### src/sv/scta_pkg.sv
// scta_pkg: shared types and constants for the scan code to ascii converter
// depends on nothing; imported by scta_front, scta_back and the top level
`default_nettype none

package scta_pkg;

    // keymap geometry
    localparam int MAP_DEPTH = 128;
    localparam int MAP_AW    = $clog2(MAP_DEPTH);

    // result queue geometry
    localparam int QDEPTH = 4;
    localparam int QAW    = $clog2(QDEPTH);
    localparam int QCW    = $clog2(QDEPTH + 1);

    // configuration port
    localparam int CFG_IDX_W  = 2;
    localparam int CFG_DATA_W = 8;

    typedef enum logic [CFG_IDX_W-1:0] {
        CFG_PAUSE_KEY_CODE   = 2'd0,
        CFG_PAUSE_SKIP_BYTES = 2'd1
    } t_cfg_idx;

    // input commands
    localparam logic CMD_CONVERT = 1'b0;
    localparam logic CMD_LOAD    = 1'b1;

    // special scan bytes and keys
    localparam logic [7:0] BYTE_PAUSE_PREFIX = 8'hE1;
    localparam logic [7:0] BYTE_EXT_PREFIX   = 8'hE0;
    localparam logic [6:0] KEY_LSHIFT        = 7'd42;
    localparam logic [6:0] KEY_RSHIFT        = 7'd54;
    localparam logic [6:0] KEY_CAPS          = 7'd58;
    localparam logic [6:0] KEY_NUM           = 7'd69;
    localparam logic [6:0] KEY_SCROLL        = 7'd70;
    localparam logic [6:0] KEY_SYM_LO        = 7'd2;
    localparam logic [6:0] KEY_SYM_HI        = 7'd53;
    localparam logic [6:0] KEY_PAD_LO        = 7'd71;
    localparam logic [6:0] KEY_PAD_HI        = 7'd83;
    localparam logic [7:0] CHAR_A_LOWER      = 8'h61;
    localparam logic [7:0] CHAR_Z_LOWER      = 8'h7A;

    // classified transaction from front to back, aligned with keymap read data
    typedef struct packed {
        logic       valid;
        logic       is_pause;
        logic [7:0] pause_code;
        logic [7:0] raw_byte;
        logic       pressed;
        logic       extended_key;
        logic       led_update;
        logic [2:0] led_bits;
        logic       letter_shift;
        logic       other_shift;
    } t_class;

    // finished result as held in the queue
    typedef struct packed {
        logic [7:0] key_code;
        logic [7:0] raw_byte;
        logic       pressed;
        logic       extended_key;
        logic       led_update;
        logic [2:0] led_bits;
    } t_result;

    // queue status back to the front
    typedef struct packed {
        logic [QCW-1:0] count;
    } t_q_status;

endpackage

`default_nettype wire

### src/sv/scta_ram.sv
// scta_ram: generic single-port ram with registered read
// depends on nothing
`default_nettype none

module scta_ram #(
    parameter int WIDTH = 8,
    parameter int DEPTH = 128
) (
    input  wire logic                     i_clk,
    input  wire logic                     i_we,
    input  wire logic [$clog2(DEPTH)-1:0] i_addr,
    input  wire logic [WIDTH-1:0]         i_wdata,
    output logic      [WIDTH-1:0]         o_rdata
);

    logic [WIDTH-1:0] r_mem [DEPTH];
    logic [WIDTH-1:0] r_rdata;

    // write or registered read
    always_ff @(posedge i_clk) begin
        if (i_we) begin
            r_mem[i_addr] <= i_wdata;
        end
        r_rdata <= r_mem[i_addr];
    end

    assign o_rdata = r_rdata;

endmodule

`default_nettype wire

### src/sv/scta_front.sv
// scta_front: accepts items, keeps lock, prefix and skip state, drives keymap access
// depends on scta_pkg
`default_nettype none

module scta_front
    import scta_pkg::*;
(
    input  wire logic                  i_clk,
    input  wire logic                  i_rst_n,
    input  wire logic                  i_in_valid,
    output logic                       o_in_ready,
    input  wire logic                  i_command,
    input  wire logic [7:0]            i_scan_byte,
    input  wire logic [MAP_AW-1:0]     i_map_index,
    input  wire logic                  i_cfg_valid,
    input  wire logic [CFG_IDX_W-1:0]  i_cfg_index,
    input  wire logic [CFG_DATA_W-1:0] i_cfg_data,
    input  wire t_q_status             i_q_status,
    output logic                       o_map_we,
    output logic [MAP_AW-1:0]          o_map_addr,
    output t_class                     o_class
);

    logic [7:0] r_pause_code;
    logic [2:0] r_pause_skip;
    logic       r_shift, r_caps, r_num, r_scroll, r_prefix;
    logic [2:0] r_skip;
    t_class     r_class;

    logic       n_shift, n_caps, n_num, n_scroll, n_prefix;
    logic [2:0] n_skip;
    t_class     n_class;

    logic       accept;
    logic [6:0] key;
    logic       pressed;
    logic [QCW:0] occupancy;

    // room for one more transaction counting the one in flight
    assign occupancy  = {1'b0, i_q_status.count} + {{QCW{1'b0}}, r_class.valid};
    assign o_in_ready = (occupancy < (QCW+1)'(QDEPTH));
    assign accept     = i_in_valid && o_in_ready;

    assign key     = i_scan_byte[6:0];
    assign pressed = ~i_scan_byte[7];

    // keymap access: load writes, convert reads the key entry
    assign o_map_we   = accept && (i_command == CMD_LOAD);
    assign o_map_addr = (i_command == CMD_LOAD) ? i_map_index : key[MAP_AW-1:0];

    // configuration registers
    always_ff @(posedge i_clk) begin
        if (!i_rst_n) begin
            r_pause_code <= 8'd0;
            r_pause_skip <= 3'd2;
        end else if (i_cfg_valid) begin
            case (i_cfg_index)
                CFG_PAUSE_KEY_CODE:   r_pause_code <= i_cfg_data;
                CFG_PAUSE_SKIP_BYTES: r_pause_skip <= i_cfg_data[2:0];
                default: ;
            endcase
        end
    end

    // classify the byte and work out the next key state
    always_comb begin
        n_shift  = r_shift;
        n_caps   = r_caps;
        n_num    = r_num;
        n_scroll = r_scroll;
        n_prefix = r_prefix;
        n_skip   = r_skip;

        n_class              = '0;
        n_class.pause_code   = r_pause_code;
        n_class.raw_byte     = i_scan_byte;
        n_class.pressed      = pressed;
        n_class.extended_key = r_prefix;
        n_class.letter_shift = r_shift ^ r_caps;
        if ((key >= KEY_SYM_LO) && (key <= KEY_SYM_HI)) begin
            n_class.other_shift = r_shift;
        end else begin
            n_class.other_shift = (key >= KEY_PAD_LO) && (key <= KEY_PAD_HI)
                                  && !r_prefix && r_num;
        end

        if (accept && (i_command == CMD_CONVERT)) begin
            if (r_skip != 3'd0) begin
                n_skip = r_skip - 3'd1;
            end else if (i_scan_byte == BYTE_PAUSE_PREFIX) begin
                n_skip               = r_pause_skip;
                n_class.valid        = 1'b1;
                n_class.is_pause     = 1'b1;
                n_class.pressed      = 1'b1;
                n_class.extended_key = 1'b0;
            end else if (i_scan_byte == BYTE_EXT_PREFIX) begin
                n_prefix = 1'b1;
            end else begin
                n_class.valid = 1'b1;
                n_prefix      = 1'b0;
                if ((key == KEY_LSHIFT) || (key == KEY_RSHIFT)) begin
                    n_shift = pressed;
                end else if (pressed && (key == KEY_CAPS)) begin
                    n_caps             = ~r_caps;
                    n_class.led_update = 1'b1;
                end else if (pressed && (key == KEY_NUM)) begin
                    n_num              = ~r_num;
                    n_class.led_update = 1'b1;
                end else if (pressed && (key == KEY_SCROLL)) begin
                    n_scroll           = ~r_scroll;
                    n_class.led_update = 1'b1;
                end
            end
        end

        n_class.led_bits = {n_caps, n_num, n_scroll};
    end

    // key state
    always_ff @(posedge i_clk) begin
        if (!i_rst_n) begin
            r_shift  <= 1'b0;
            r_caps   <= 1'b0;
            r_num    <= 1'b0;
            r_scroll <= 1'b0;
            r_prefix <= 1'b0;
            r_skip   <= 3'd0;
        end else begin
            r_shift  <= n_shift;
            r_caps   <= n_caps;
            r_num    <= n_num;
            r_scroll <= n_scroll;
            r_prefix <= n_prefix;
            r_skip   <= n_skip;
        end
    end

    // classified transaction register, lines up with keymap read data
    always_ff @(posedge i_clk) begin
        if (!i_rst_n) begin
            r_class <= '0;
        end else begin
            r_class <= n_class;
        end
    end

    assign o_class = r_class;

endmodule

`default_nettype wire

### src/sv/scta_back.sv
// scta_back: picks plain or shifted code and queues finished results
// depends on scta_pkg
`default_nettype none

module scta_back
    import scta_pkg::*;
(
    input  wire logic       i_clk,
    input  wire logic       i_rst_n,
    input  wire t_class     i_class,
    input  wire logic [7:0] i_plain,
    input  wire logic [7:0] i_shifted,
    output t_q_status       o_q_status,
    output logic            o_out_valid,
    input  wire logic       i_out_ready,
    output t_result         o_result
);

    t_result        r_q [QDEPTH];
    logic [QAW-1:0] r_wr_ptr, r_rd_ptr;
    logic [QCW-1:0] r_count;

    t_result n_result;
    logic    is_letter;
    logic    use_shift;
    logic    push, pop;

    // code selection
    assign is_letter = (i_plain >= CHAR_A_LOWER) && (i_plain <= CHAR_Z_LOWER);
    assign use_shift = is_letter ? i_class.letter_shift : i_class.other_shift;

    always_comb begin
        n_result.raw_byte     = i_class.raw_byte;
        n_result.pressed      = i_class.pressed;
        n_result.extended_key = i_class.extended_key;
        n_result.led_update   = i_class.led_update;
        n_result.led_bits     = i_class.led_bits;
        if (i_class.is_pause) begin
            n_result.key_code = i_class.pause_code;
        end else if (use_shift) begin
            n_result.key_code = i_shifted;
        end else begin
            n_result.key_code = i_plain;
        end
    end

    // result queue; the front only sends when a slot is free
    assign push = i_class.valid;
    assign pop  = o_out_valid && i_out_ready;

    always_ff @(posedge i_clk) begin
        if (push) begin
            r_q[r_wr_ptr] <= n_result;
        end
    end

    always_ff @(posedge i_clk) begin
        if (!i_rst_n) begin
            r_wr_ptr <= '0;
            r_rd_ptr <= '0;
            r_count  <= '0;
        end else begin
            if (push) begin
                r_wr_ptr <= r_wr_ptr + QAW'(1);
            end
            if (pop) begin
                r_rd_ptr <= r_rd_ptr + QAW'(1);
            end
            case ({push, pop})
                2'b10:   r_count <= r_count + QCW'(1);
                2'b01:   r_count <= r_count - QCW'(1);
                default: r_count <= r_count;
            endcase
        end
    end

    assign o_out_valid      = (r_count != '0);
    assign o_result         = r_q[r_rd_ptr];
    assign o_q_status.count = r_count;

endmodule

`default_nettype wire

### src/sv/scan_code_to_ascii_converter_top.sv
// scan_code_to_ascii_converter_top: set-1 scan byte to key code converter
// depends on scta_pkg, scta_ram, scta_front, scta_back
//
// channel  direction  handshake                  payload
// in       in         i_in_valid / o_in_ready    command, scan_byte, map_index, chars
// out      out        o_out_valid / i_out_ready  key_code, raw_byte, flags, led_bits
// cfg      in         i_cfg_valid / o_cfg_ready  i_cfg_index, i_cfg_data
//
// one transaction per cycle while o_in_ready is high; a result shows on the out
// channel once its byte has passed the registered keymap read and then the queue write.
// reset is synchronous, active low; lock, prefix and skip state clear, the
// keymap holds garbage until loaded. a stalled out channel fills a four-entry
// result queue, after which o_in_ready drops; config writes are always taken.
`default_nettype none

module scan_code_to_ascii_converter_top
    import scta_pkg::*;
(
    input  wire logic                  i_clk,
    input  wire logic                  i_rst_n,
    input  wire logic                  i_in_valid,
    output logic                       o_in_ready,
    input  wire logic                  i_command,
    input  wire logic [7:0]            i_scan_byte,
    input  wire logic [MAP_AW-1:0]     i_map_index,
    input  wire logic [7:0]            i_plain_char,
    input  wire logic [7:0]            i_shifted_char,
    output logic                       o_out_valid,
    input  wire logic                  i_out_ready,
    output logic [7:0]                 o_key_code,
    output logic [7:0]                 o_raw_byte,
    output logic                       o_pressed,
    output logic                       o_extended_key,
    output logic                       o_led_update,
    output logic [2:0]                 o_led_bits,
    input  wire logic                  i_cfg_valid,
    output logic                       o_cfg_ready,
    input  wire logic [CFG_IDX_W-1:0]  i_cfg_index,
    input  wire logic [CFG_DATA_W-1:0] i_cfg_data
);

    logic              map_we;
    logic [MAP_AW-1:0] map_addr;
    logic [7:0]        plain_rd, shifted_rd;
    t_class            cls;
    t_q_status         q_status;
    t_result           result;

    assign o_cfg_ready = 1'b1;

    // front: accept, classify, state
    scta_front u_front (
        .i_clk      (i_clk),
        .i_rst_n    (i_rst_n),
        .i_in_valid (i_in_valid),
        .o_in_ready (o_in_ready),
        .i_command  (i_command),
        .i_scan_byte(i_scan_byte),
        .i_map_index(i_map_index),
        .i_cfg_valid(i_cfg_valid),
        .i_cfg_index(i_cfg_index),
        .i_cfg_data (i_cfg_data),
        .i_q_status (q_status),
        .o_map_we   (map_we),
        .o_map_addr (map_addr),
        .o_class    (cls)
    );

    // keymaps
    scta_ram #(.WIDTH(8), .DEPTH(MAP_DEPTH)) u_plain_map (
        .i_clk  (i_clk),
        .i_we   (map_we),
        .i_addr (map_addr),
        .i_wdata(i_plain_char),
        .o_rdata(plain_rd)
    );

    scta_ram #(.WIDTH(8), .DEPTH(MAP_DEPTH)) u_shifted_map (
        .i_clk  (i_clk),
        .i_we   (map_we),
        .i_addr (map_addr),
        .i_wdata(i_shifted_char),
        .o_rdata(shifted_rd)
    );

    // back: code select and result queue
    scta_back u_back (
        .i_clk      (i_clk),
        .i_rst_n    (i_rst_n),
        .i_class    (cls),
        .i_plain    (plain_rd),
        .i_shifted  (shifted_rd),
        .o_q_status (q_status),
        .o_out_valid(o_out_valid),
        .i_out_ready(i_out_ready),
        .o_result   (result)
    );

    assign o_key_code     = result.key_code;
    assign o_raw_byte     = result.raw_byte;
    assign o_pressed      = result.pressed;
    assign o_extended_key = result.extended_key;
    assign o_led_update   = result.led_update;
    assign o_led_bits     = result.led_bits;

endmodule

`default_nettype wire
### config.mk
export PLATFORM = sky130hd
export DESIGN_NAME = scan_code_to_ascii_converter_top
export DESIGN_NICKNAME = d
export VERILOG_FILES = /design/src/sv/scta_pkg.sv /design/src/sv/scta_ram.sv /design/src/sv/scta_front.sv /design/src/sv/scta_back.sv /design/src/sv/scan_code_to_ascii_converter_top.sv
export SDC_FILE = /design/constraint.sdc
export NUM_CORES = 2
export LEC_CHECK = 0
export BUFFER_PORTS_ARGS = -buffer_cell sky130_fd_sc_hd__buf_2
export CORE_MARGIN = 2
export CORE_UTILIZATION = 40
export CTS_BUF_LIST = sky130_fd_sc_hd__clkbuf_8
export CTS_CLUSTER_DIAMETER = 50
export DETAILED_ROUTE_END_ITERATION = 10
export GPL_ROUTABILITY_DRIVEN = 0
export MAX_ROUTING_LAYER = met4
export SYNTH_ARGS = -nofsm -noshare
export SYNTH_HDL_FRONTEND = slang
export SYNTH_SLANG_ARGS = --single-unit
### constraint.sdc
create_clock -name i_clk -period 2.9 [get_ports i_clk]
set_input_delay 0.29 -clock i_clk [delete_from_list [all_inputs] [get_ports i_clk]]
set_output_delay 0.29 -clock i_clk [all_outputs]
set_load 0.01 [all_outputs]
==> reports/results.md <==
| Item | Reported |
|:---|:---|
| Status | finished, final reports clean |
| Final Hold Vio Count | 0 |
| Number of antenna violations at the first check in global routing | 14 |
| Setup repair after global routing missed its margin | no |
| Number of max-cap violations | 0 |
| Measured slew at the worst slew-check pin | 1190 ps |
| Reg2Reg Launch Point | u_plain_map.o_rdata[2] |
| Overall global routing resource usage | 0.259 |
| Number of filler cells placed in the layout | 17227 |
| Hold Path Stages | 4 |
| Average detailed-routed wire length per instance | 29.7 um |
| Clock sink count | 2203 |
| Min-delay worst type | in -> reg |
| Synth warnings | 0 |
| Global-route wire length before repair | 385000 um |
| Reg2reg end | u_back.r_q[3][14] |
| Setup Slack @ Placement | -836 ps |
| Number of global-route vias before repair | 52686 |
| Core Region | 207000 sq um |
| Total power after layout | 0.0646 W |
| Post-synthesis register bit count | 2203 |
| Unique masters post-synth | 62 |
| Required time at the worst-slack endpoint | 3810 ps |
| Post-detailed-route via-to-cell ratio | 6.01 |
| Arr. time, crit path | 3800 ps |
| Min-Delay Endpoint | u_front.r_pause_skip[0] |
| Setup slack of the critical path after layout | 14.9 ps |
| Cell depth of the worst flop-to-flop path | 9 |
| Starting Density | 0.402 |
| Worst Hold Slack | 89.3 ps |
| Adder-cell share of the synthesized area | 0.00129 |
| Final worst clock skew | 90.9 ps |
| Internal power summed over all cells | 0.0494 W |
| First-pass DRT Iterations | 6 |
| Most frequently used flop master after synthesis | edfxtp_1 |
| Area fraction in and, or, nand and nor cells after synthesis | 0.0422 |
| Hold path startpoint | i_cfg_data[0] |
| Buffer levels on the longest clock path | 4 |
| Net count, final | 6112 |
| Count of endpoints failing setup in the final report | 0 |
| Number of antenna-violating nets in the routed design | 0 |
| Max FO, Critical Path | 11 |
| Clock slew at the register clock pins of the worst setup and hold paths | 60 ps |
| Async set-or-reset flop fraction in the synthesized netlist | 0 |
| Remaining max-slew budget at the tightest pin | 0.194 |
| I/O pins | 72 |
| Part of the total power dissipated in sequential elements | 0.545 |
| Die span in x | 460 um |
| Cell area after synthesis | 83200 sq um |
| Type of element launching the critical path | input port |
| Post-synthesis compound-gate area fraction | 0.136 |
| Power share of the clock group | 0.385 |
| Number of remaining DRC errors | 0 |
| Peak VDD IR | 0.000476 V |
| CTS HTree Levels | 5 |
| Final Instance Count excl. Fillers | 9115 |
| Detail Placement HPWL | 174000 um |
| Final worst path period need | 2890 ps |
| Fraction of power consumed by combinational cells | 0.070 |
| Share of total power consumed by net switching | 0.235 |
| Number of buffers inserted during clock tree synthesis | 366 |
| TritonCTS clock tree | built |
| Critical Path Sink Type | flop |
| Highest clock frequency the design can meet | 0.347 GHz |
| DRC violation total after the first TritonRoute iteration | 7648 |
| Routed WL | 271000 um |
| Clock root buffer | clkbuf_8 |
| Count of flip-flops with a built-in enable after synthesis | 2136 |
| Die outline area | 212000 sq um |
| Sw Pwr | 0.0152 W |
| Fraction of layout instances using a drive strength above 1 | 0.222 |
| Standby leakage power | 32.2 nW |
| Standard-cell row count | 167 |
| Average footprint of a synthesized cell | 16.3 sq um |
| Port bufs | 70 |
| Die extent in y | 460 um |
| Worst Setup Path Type | in -> reg |
| Dpl cells | 8416 |
| Slack of the worst reg-to-reg path | 40 ps |
| Clock latency reported for the late side of the worst-skew pair | 1110 ps |
| Largest family of logic cells by synthesized area | compound AO/OA/AOI/OAI gates |
| Final-report max-slew violation count | 0 |
| Pin count of the biggest net entering global routing | 129 |
| Period utilization | 0.995 |
| Mux contribution to synthesized area | 0.0136 |
| Total grt overflow | 0 |
| Via count of the routed design | 54796 |
| Part of the Yosys area used for sequential elements | 0.787 |
| Post-Syn Nets | 5176 |
| Xor/xnor cell area share of the yosys netlist | 0.000842 |
| Syn Inst Count | 5121 |
| Post-CTS repair timing setup buffer count | 0 |
| Synthesis-to-finish area growth | 22.2% |
| Power density over the cells | 635 nW/um^2 |
==> final cells by class <==
class | count | area, sq um | share of cell area
inverter | 14 | 52.6 | 0.000517
clock buffer | 385 | 5300 | 0.0521
timing repair buffer | 962 | 9800 | 0.0963
multi-input combinational | 2510 | 16400 | 0.161
tap | 2788 | 3490 | 0.0343
clock inverter | 239 | 1130 | 0.0111
antenna | 14 | 35.0 | 0.000344
sequential | 2203 | 65500 | 0.644
==> what timing repair did <==
action	in CTS	in global routing
hold endpoints to repair	1418	0
gates resized for setup	1	6
setup endpoints to repair	12	9
hold buffers	61	0
==> worst max path at each step <==
stage	startpoint	end
after floorplan	i_scan_byte[0]	u_plain_map.r_mem[2][0]
after global placement	i_command	u_shifted_map.o_rdata[2]
after detailed placement	i_scan_byte[0]	u_plain_map.o_rdata[4]
after CTS	u_plain_map.o_rdata[2]	u_back.r_q[0][14]
final	i_scan_byte[0]	u_shifted_map.o_rdata[7]
after global routing	u_plain_map.o_rdata[2]	u_back.r_q[0][14]
==> power groups by stage <==
| stage | Combinational, W | Sequential, W | Clock [W] |
|---|---|---|---|
| after global routing | 0.00474 | 0.0352 | 0.0265 |
| after global placement | 0.00434 | 0.0358 | 0 |
| after floorplan | 0.00170 | 0.0358 | 0 |
| after detailed placement | 0.00439 | 0.0358 | 0 |
| final | 0.00453 | 0.0352 | 0.0248 |
| after CTS | 0.00447 | 0.0352 | 0.0251 |
==> worst max-delay path, stage by stage <==
cell and delay [ps]:
buf_2 210, buf_12 190, dlygate4sd3_1 550, inv_1 130, o32ai_4 150, buf_4 260, buf_4 170, a22oi_1 210
a31oi_1 150, buf_4 170, o41ai_1 840, buf_4 330, nand4_1 100
==> cell usage in the layout, fill, tap and decap left out, types with 20 or more instances in the layout <==
master and instances:
clkinv_1 70, nor2_1 161, mux4_2 22, dfxtp_1 67, edfxtp_1 2136, o21ai_1 82, and4_1 246, o41ai_1 50
clkinv_2 33, buf_12 204, inv_1 136, a31oi_1 250, a22oi_1 493, nand2_1 47, buf_2 54, o21ai_0 914
mux2i_1 56, dlygate4sd3_1 61, buf_4 642, o22ai_1 20, clkbuf_8 385
==> stage by stage <==
| step | TNS, ps | area, sq um | util |
|---|---|---|---|
| 3_5_place_dp | -57500 | 94600 | 0.457 |
| 5_1_grt | 0 | 102000 | 0.491 |
| 3_3_place_gp | -53060 | 94500 | 0.456 |
| 4_1_cts | 0 | 102000 | 0.491 |
| 2_1_floorplan | 0 | 83200 | - |
| 6_report | 0 | 102000 | 0.491 |
==> layer usage <==
metal / up-vias / part of all wire / track usage
met5: - / 0 / -
met3: 494 / 0.11 / 0.0527
li1: 22903 / - / -
met4: 0 / 0.030 / 0.0839
met1: 27948 / 0.40 / 0.354
met2: 3451 / 0.46 / 0.388
==> flip-flops by register name (all words and copies together), names as in the netlist, 8 cells and up, named ones only <==
register               flops
u_back.r_q                88
u_front.o_class           26
u_front.r_pause_code       8
u_plain_map.o_rdata        8
u_plain_map.r_mem       1024
u_shifted_map.o_rdata      8
u_shifted_map.r_mem     1024
==> synth_stat cells (all sizes together), types with 2 or more instances <==
master,instances,area share
edfxtp,2136,0.77
o21ai,996,0.060
a22oi,494,0.045
clkbuf,328,0.015
a31oi,251,0.019
and4,247,0.026
nor2,161,0.0073
dfxtp,67,0.016
buf,66,0.0040
o41ai,64,0.0067
mux2i,59,0.0072
nand2,47,0.0021
o22ai,24,0.0018
mux4,22,0.0060
and2,18,0.0014
nand4,16,0.0012
inv,14,0.00063
a21oi,12,0.00081
nand2b,12,0.00090
o21a,8,0.00072
ha,7,0.0011
nor3,5,0.00030
nor4b,5,0.00060
or2,5,0.00038
xnor2,5,0.00053
o32ai,4,0.00060
or3,4,0.00030
a222oi,3,0.00036
a2bb2oi,3,0.00032
mux2,3,0.00041
nor2b,3,0.00023
xor2,3,0.00032
a311oi,2,0.00021
and3,2,0.00015
and4b,2,0.00024
nand3,2,0.00012
nand3b,2,0.00018
nor3b,2,0.00018
nor4,2,0.00015
o211a,2,0.00024
or4,2,0.00018
==> cells by family (layout without fill, tap and decap cells) <==
family,Yosys count,in the layout
AND/OR/NAND/NOR,540,540
flip-flops,2203,2203
other,1,15
buffers and inverters,408,1600
XOR/XNOR,8,8
AO/OA/AOI/OAI,1869,1869
multiplexers,84,84
adder cells (fa/ha/maj),8,8
No activity file was read; power rests on OpenSTA's default activity.
